`src/rtl/decimal_round_to_96bit_assert.svh`:
```
// ----------------------------------------------------------------------------
// decimal_round_to_96bit assertion macros
// concurrent assertion wrappers, empty when SYNTHESIS is defined
// ----------------------------------------------------------------------------
`ifndef DECIMAL_ROUND_TO_96BIT_ASSERT_SVH
`define DECIMAL_ROUND_TO_96BIT_ASSERT_SVH

`ifndef SYNTHESIS
`define DR96_ASSERT(lbl, clk, rst_n, prop) \
    lbl: assert property (@(posedge clk) disable iff (!rst_n) prop) \
        else $error("decimal_round_to_96bit assertion failed");
`define DR96_ASSERT_NEVER(lbl, clk, rst_n, cond) \
    lbl: assert property (@(posedge clk) disable iff (!rst_n) !(cond)) \
        else $error("decimal_round_to_96bit forbidden condition seen");
`else
`define DR96_ASSERT(lbl, clk, rst_n, prop)
`define DR96_ASSERT_NEVER(lbl, clk, rst_n, cond)
`endif

`endif

```
`src/rtl/dr96_pkg.sv`:
```
// ----------------------------------------------------------------------------
// dr96_pkg
// shared constants and controller/datapath interface types
// ----------------------------------------------------------------------------
`default_nettype none

package dr96_pkg;

    localparam int DEFAULT_WIDE_BITS = 192;
    localparam int IN_WORDS          = 6;
    localparam int WORD_BITS         = 32;
    localparam int IN_WIDE_BITS      = IN_WORDS * WORD_BITS;
    localparam int SCALE_BITS        = 6;
    localparam int IN_TDATA_W        = 200;
    localparam int OUT_TDATA_W       = 136;
    localparam int OUT_MANT_BITS     = 96;

    localparam logic [SCALE_BITS-1:0] MAX_SCALE = 6'd28;
    localparam logic [3:0] HALF_DIGIT = 4'd5;

    // chunk of the serial divide by ten, remainder prepended makes 32 bits
    localparam int CHUNK_BITS  = 28;
    localparam int RECIP_SHIFT = 35;
    localparam logic [31:0] RECIP_TEN = 32'hCCCCCCCD;

    localparam logic [1:0] STATUS_OK      = 2'd0;
    localparam logic [1:0] STATUS_POS_OVF = 2'd1;
    localparam logic [1:0] STATUS_NEG_OVF = 2'd2;

    localparam logic [31:0] OVF_WORD      = 32'hFFFFFFFF;
    localparam logic [31:0] OVF_FLAGS_NEG = 32'h80000000;
    localparam logic [31:0] OVF_FLAGS_POS = 32'h7FFFFFFF;

    typedef struct packed {
        logic load;
        logic div_step;
        logic round_step;
        logic out_load;
    } dr96_cmd_t;

    typedef struct packed {
        logic step_needed;
        logic last_chunk;
        logic out_stall;
    } dr96_status_t;

endpackage

`default_nettype wire

```
`src/rtl/dr96_ctrl.sv`:
```
// ----------------------------------------------------------------------------
// dr96_ctrl
// sequencer for load, divide-by-ten chunk steps, rounding and result handoff
// ----------------------------------------------------------------------------
`default_nettype none
`include "decimal_round_to_96bit_assert.svh"

module dr96_ctrl (
    input  wire logic                   clk,
    input  wire logic                   rst_n,
    input  wire logic                   s_tvalid,
    output logic                        s_tready,
    input  wire dr96_pkg::dr96_status_t stat,
    output dr96_pkg::dr96_cmd_t         cmd
);
    import dr96_pkg::*;

    localparam logic [2:0] ST_IDLE   = 3'd0;
    localparam logic [2:0] ST_CHECK  = 3'd1;
    localparam logic [2:0] ST_DIV    = 3'd2;
    localparam logic [2:0] ST_ROUND  = 3'd3;
    localparam logic [2:0] ST_FINISH = 3'd4;

    logic [2:0] state_reg, state_next;

    always_comb
    begin
        state_next = state_reg;
        cmd        = '0;
        s_tready   = 1'b0;
        case (state_reg)
            ST_IDLE:
            begin
                s_tready = 1'b1;
                if (s_tvalid)
                begin
                    cmd.load   = 1'b1;
                    state_next = ST_CHECK;
                end
            end
            ST_CHECK:
            begin
                state_next = stat.step_needed ? ST_DIV : ST_FINISH;
            end
            ST_DIV:
            begin
                cmd.div_step = 1'b1;
                if (stat.last_chunk)
                begin
                    state_next = ST_ROUND;
                end
            end
            ST_ROUND:
            begin
                cmd.round_step = 1'b1;
                state_next     = ST_CHECK;
            end
            ST_FINISH:
            begin
                if (!stat.out_stall)
                begin
                    cmd.out_load = 1'b1;
                    state_next   = ST_IDLE;
                end
            end
            default:
            begin
                state_next = ST_IDLE;
            end
        endcase
    end

    always_ff @(posedge clk or negedge rst_n)
    begin
        if (!rst_n)
        begin
            state_reg <= ST_IDLE;
        end
        else
        begin
            state_reg <= state_next;
        end
    end

    `DR96_ASSERT(a_one_cmd, clk, rst_n, $onehot0({cmd.load, cmd.div_step, cmd.round_step, cmd.out_load}))
    `DR96_ASSERT(a_accept_check, clk, rst_n, (s_tvalid && s_tready) |=> (state_reg == ST_CHECK))
    `DR96_ASSERT(a_out_idle, clk, rst_n, cmd.out_load |=> (state_reg == ST_IDLE))

endmodule

`default_nettype wire

```
`config.mk`:
```
export PLATFORM = sky130hd
export DESIGN_NAME = dr96_ctrl
export DESIGN_NICKNAME = d
export VERILOG_FILES = /design/src/rtl/dr96_pkg.sv /design/src/rtl/dr96_ctrl.sv
export VERILOG_INCLUDE_DIRS = /design/src /design/src/rtl
export SDC_FILE = /design/constraint.sdc
export NUM_CORES = 1
export LEC_CHECK = 0
export ABC_AREA = 1
export BUFFER_PORTS_ARGS = -buffer_cell sky130_fd_sc_hd__buf_2
export CAP_MARGIN = 30
export CORE_AREA = 2 2 39 41
export DETAILED_ROUTE_END_ITERATION = 8
export DIE_AREA = 0 0 41 43
export PLACE_DENSITY = 0.39
export SYNTH_ARGS = -nofsm -noshare
export SYNTH_HDL_FRONTEND = slang
export SYNTH_SLANG_ARGS = --single-unit
```
`constraint.sdc`:
```
create_clock -name clk -period 1.8 [get_ports clk]
set_input_delay 0.27 -clock clk [delete_from_list [all_inputs] [get_ports clk]]
set_output_delay 0.27 -clock clk [all_outputs]
set_load 0.02 [all_outputs]
```
==> run_results.csv <==
group,metric,value,unit
status,status,"finished clean",
detailed_routing,drcViolationCount,0,
worst_setup_path,cp.required,1530,ps
final_layout,final_common_cell,"buf_2",
pwr,ir_worst_vdd,0.000382,V
sta,final-hold-violation-count,0,
sta,worstMarginPinSlew,213,ps
final_layout,largest_reg_flops,3,
sta,rsz0062_at_grt,"false",
die,die_h,43,um
sta,finalSetupViolCount,0,
cts,tritoncts,"yes",
placement,dpl.hpwl,366,um
detailed_routing,post_drt_via_cell_ratio,3.66,
global_route,grt_util_all_layers,0.0612,
final_layout,final_cell_mix,"buf_2 (10), inv_1 (7), nand3_1 (5)",
cts,path_clk_slew,40,ps
cts,cts_num_sinks,3,
pwr,p_leak,0.172,nW
synthesis,syn_area,179,um2
final_layout,area.growth.synth_to_final,59.4,%
global_route,grt_pass1_wl,621,um
die,die_area,0.00176,mm2
sta,slew_headroom,0.857,
die,start_util,0.129,
synthesis,synthTopCellsByArea,"dfrtp_1 (42%), inv_1 (15%), nand3_1 (14%)",
final_layout,drive_above_1_share,0.333,
placement,place_congestion,0.647,
final_layout,postLayoutCoreUtil,0.206,
worst_setup_path,start_kind,"flop",
final_layout,layout.nets,49,
sta,max_freq,715,MHz
placement,io_buffers,10,
worst_setup_path,arrival,1130,ps
detailed_routing,dr_total_vias,212,
synthesis,synth-seq-cells,3,
sta,min_period,1400,ps
pwr,pwr_density_cell,1660,mW/mm2
cts,cts_setup_buffers,0,
global_route,overflow,0,
cts,htree_levels,1,
cts,clk_path_buf_depth,2,
synthesis,seq_area_frac_synth,0.420,
detailed_routing,wire_per_inst,7.41,um
synthesis,synth.top_cell.area_share,0.420,
worst_setup_path,critPathCaptureType,"primary output",
cts,cts_made_buffers,3,
synthesis,synth_top_cell_by_area,"dfrtp_1",
sta,clock_skew,2.05,ps
worst_hold_path,min_path_type,"in -> reg",
die,row_count,14,
die,core_region_area,0.00138,mm2
cts,clk_latency,230,ps
sta,final.period_utilization,0.777,
die,die_w,41,um
job,max-cap-violations,0,
worst_setup_path,path_class,"reg -> out",
final_layout,diodes,0,
sta,slew_viol_final,0,
global_route,antenna_found_initial,0,
detailed_routing,drt_pass1_iterations,3,
detailed_routing,drtIter0Drc,3,
synthesis,synth_nets,33,
synthesis,synthCells,27,
synthesis,synth_warnings,0,
synthesis,syn_area_per_cell,6.63,um2
synthesis,synth.distinct_cells,9,
die,ios,11,
detailed_routing,routed_wl,430,um
worst_setup_path,worstPathMaxFanout,4,
global_route,grt_max_degree,6,
cts,root_buffer,"clkbuf_4",
global_route,grt_pass1_vias,183,
detailed_routing,antenna_left,0,
sta,setup_tns,0,ps
-- synthesized netlist by cell type, drive strengths merged --
library cell	number
nor2	4
nand2	2
o21ai	3
nor4	1
nor3	1
dfrtp	3
inv	8
nand3	5
-- per-stage QoR --
step	setup slack, ps	cells	hold WS [ps]	power [mW]	cell area, um2
2_1_floorplan	413	27	-25.6	0.291	179
3_3_place_gp	642	53	69.8	0.364	249
3_5_place_dp	637	53	71.7	0.363	249
4_1_cts	387	58	235	0.487	285
5_1_grt	262	58	264	0.522	285
6_report	401	58	239	0.474	285
-- worst paths after layout --
path                              start            to  slack [ps]  cells past startpoint
max                        state_reg[1]        cmd[3]         400                      4
min                             stat[2]  state_reg[2]         240                      2
max reg2reg                state_reg[1]  state_reg[0]         850                      4
min reg2reg                state_reg[0]  state_reg[2]         610                      2
max in group asynchronous         rst_n  state_reg[0]        1330                      2
min in group asynchronous         rst_n  state_reg[2]         360                      2
-- logic make-up after synthesis --
family | Yosys count | synth area share
AOI/OAI and AO/OA | 3 | 0.0839
buffers and inverters | 8 | 0.168
and+or+nand+nor | 13 | 0.329
DFF | 3 | 0.420
-- cell type report --
type / instances / area [um2]
fill: 172 / 1100
clock buffer: 4 / 26.3
sequential: 3 / 75.1
inverter: 8 / 30.0
timing repair buffer: 11 / 60.1
multi-input combinational: 16 / 73.8
tap: 16 / 20.0
-- power by group --
group / switching [mW] / internal [mW] / leakage [nW] / total [mW]
combinational: 0.153 / 0.0778 / 0.119 / 0.231
sequential: 0.0288 / 0.0982 / 0.0383 / 0.127
clock: 0.0340 / 0.0830 / 0.0150 / 0.117
total: 0.215 / 0.259 / 0.172 / 0.474
-- worst max-delay path: stages (launching register included) --
cell	delay (ps)
dfrtp_1	390
nor2_1	180
nand2_1	90
nor2_1	80
buf_2	160
-- per-layer routing --
metal | global-route usage | share of wire
met1 | 0.0547 | 0.37
met2 | 0.0813 | 0.48
met3 | 0.0157 | 0.12
met4 | 0.100 | 0.033
met5 | 0 | 0
-- what timing repair did --
item / in CTS / in global routing
hold buffers: 1 / 0
hold endpoints to repair: 3 / 0
gates resized for setup: 0 / 0
Note: power is estimated with default switching activity, not from simulation.
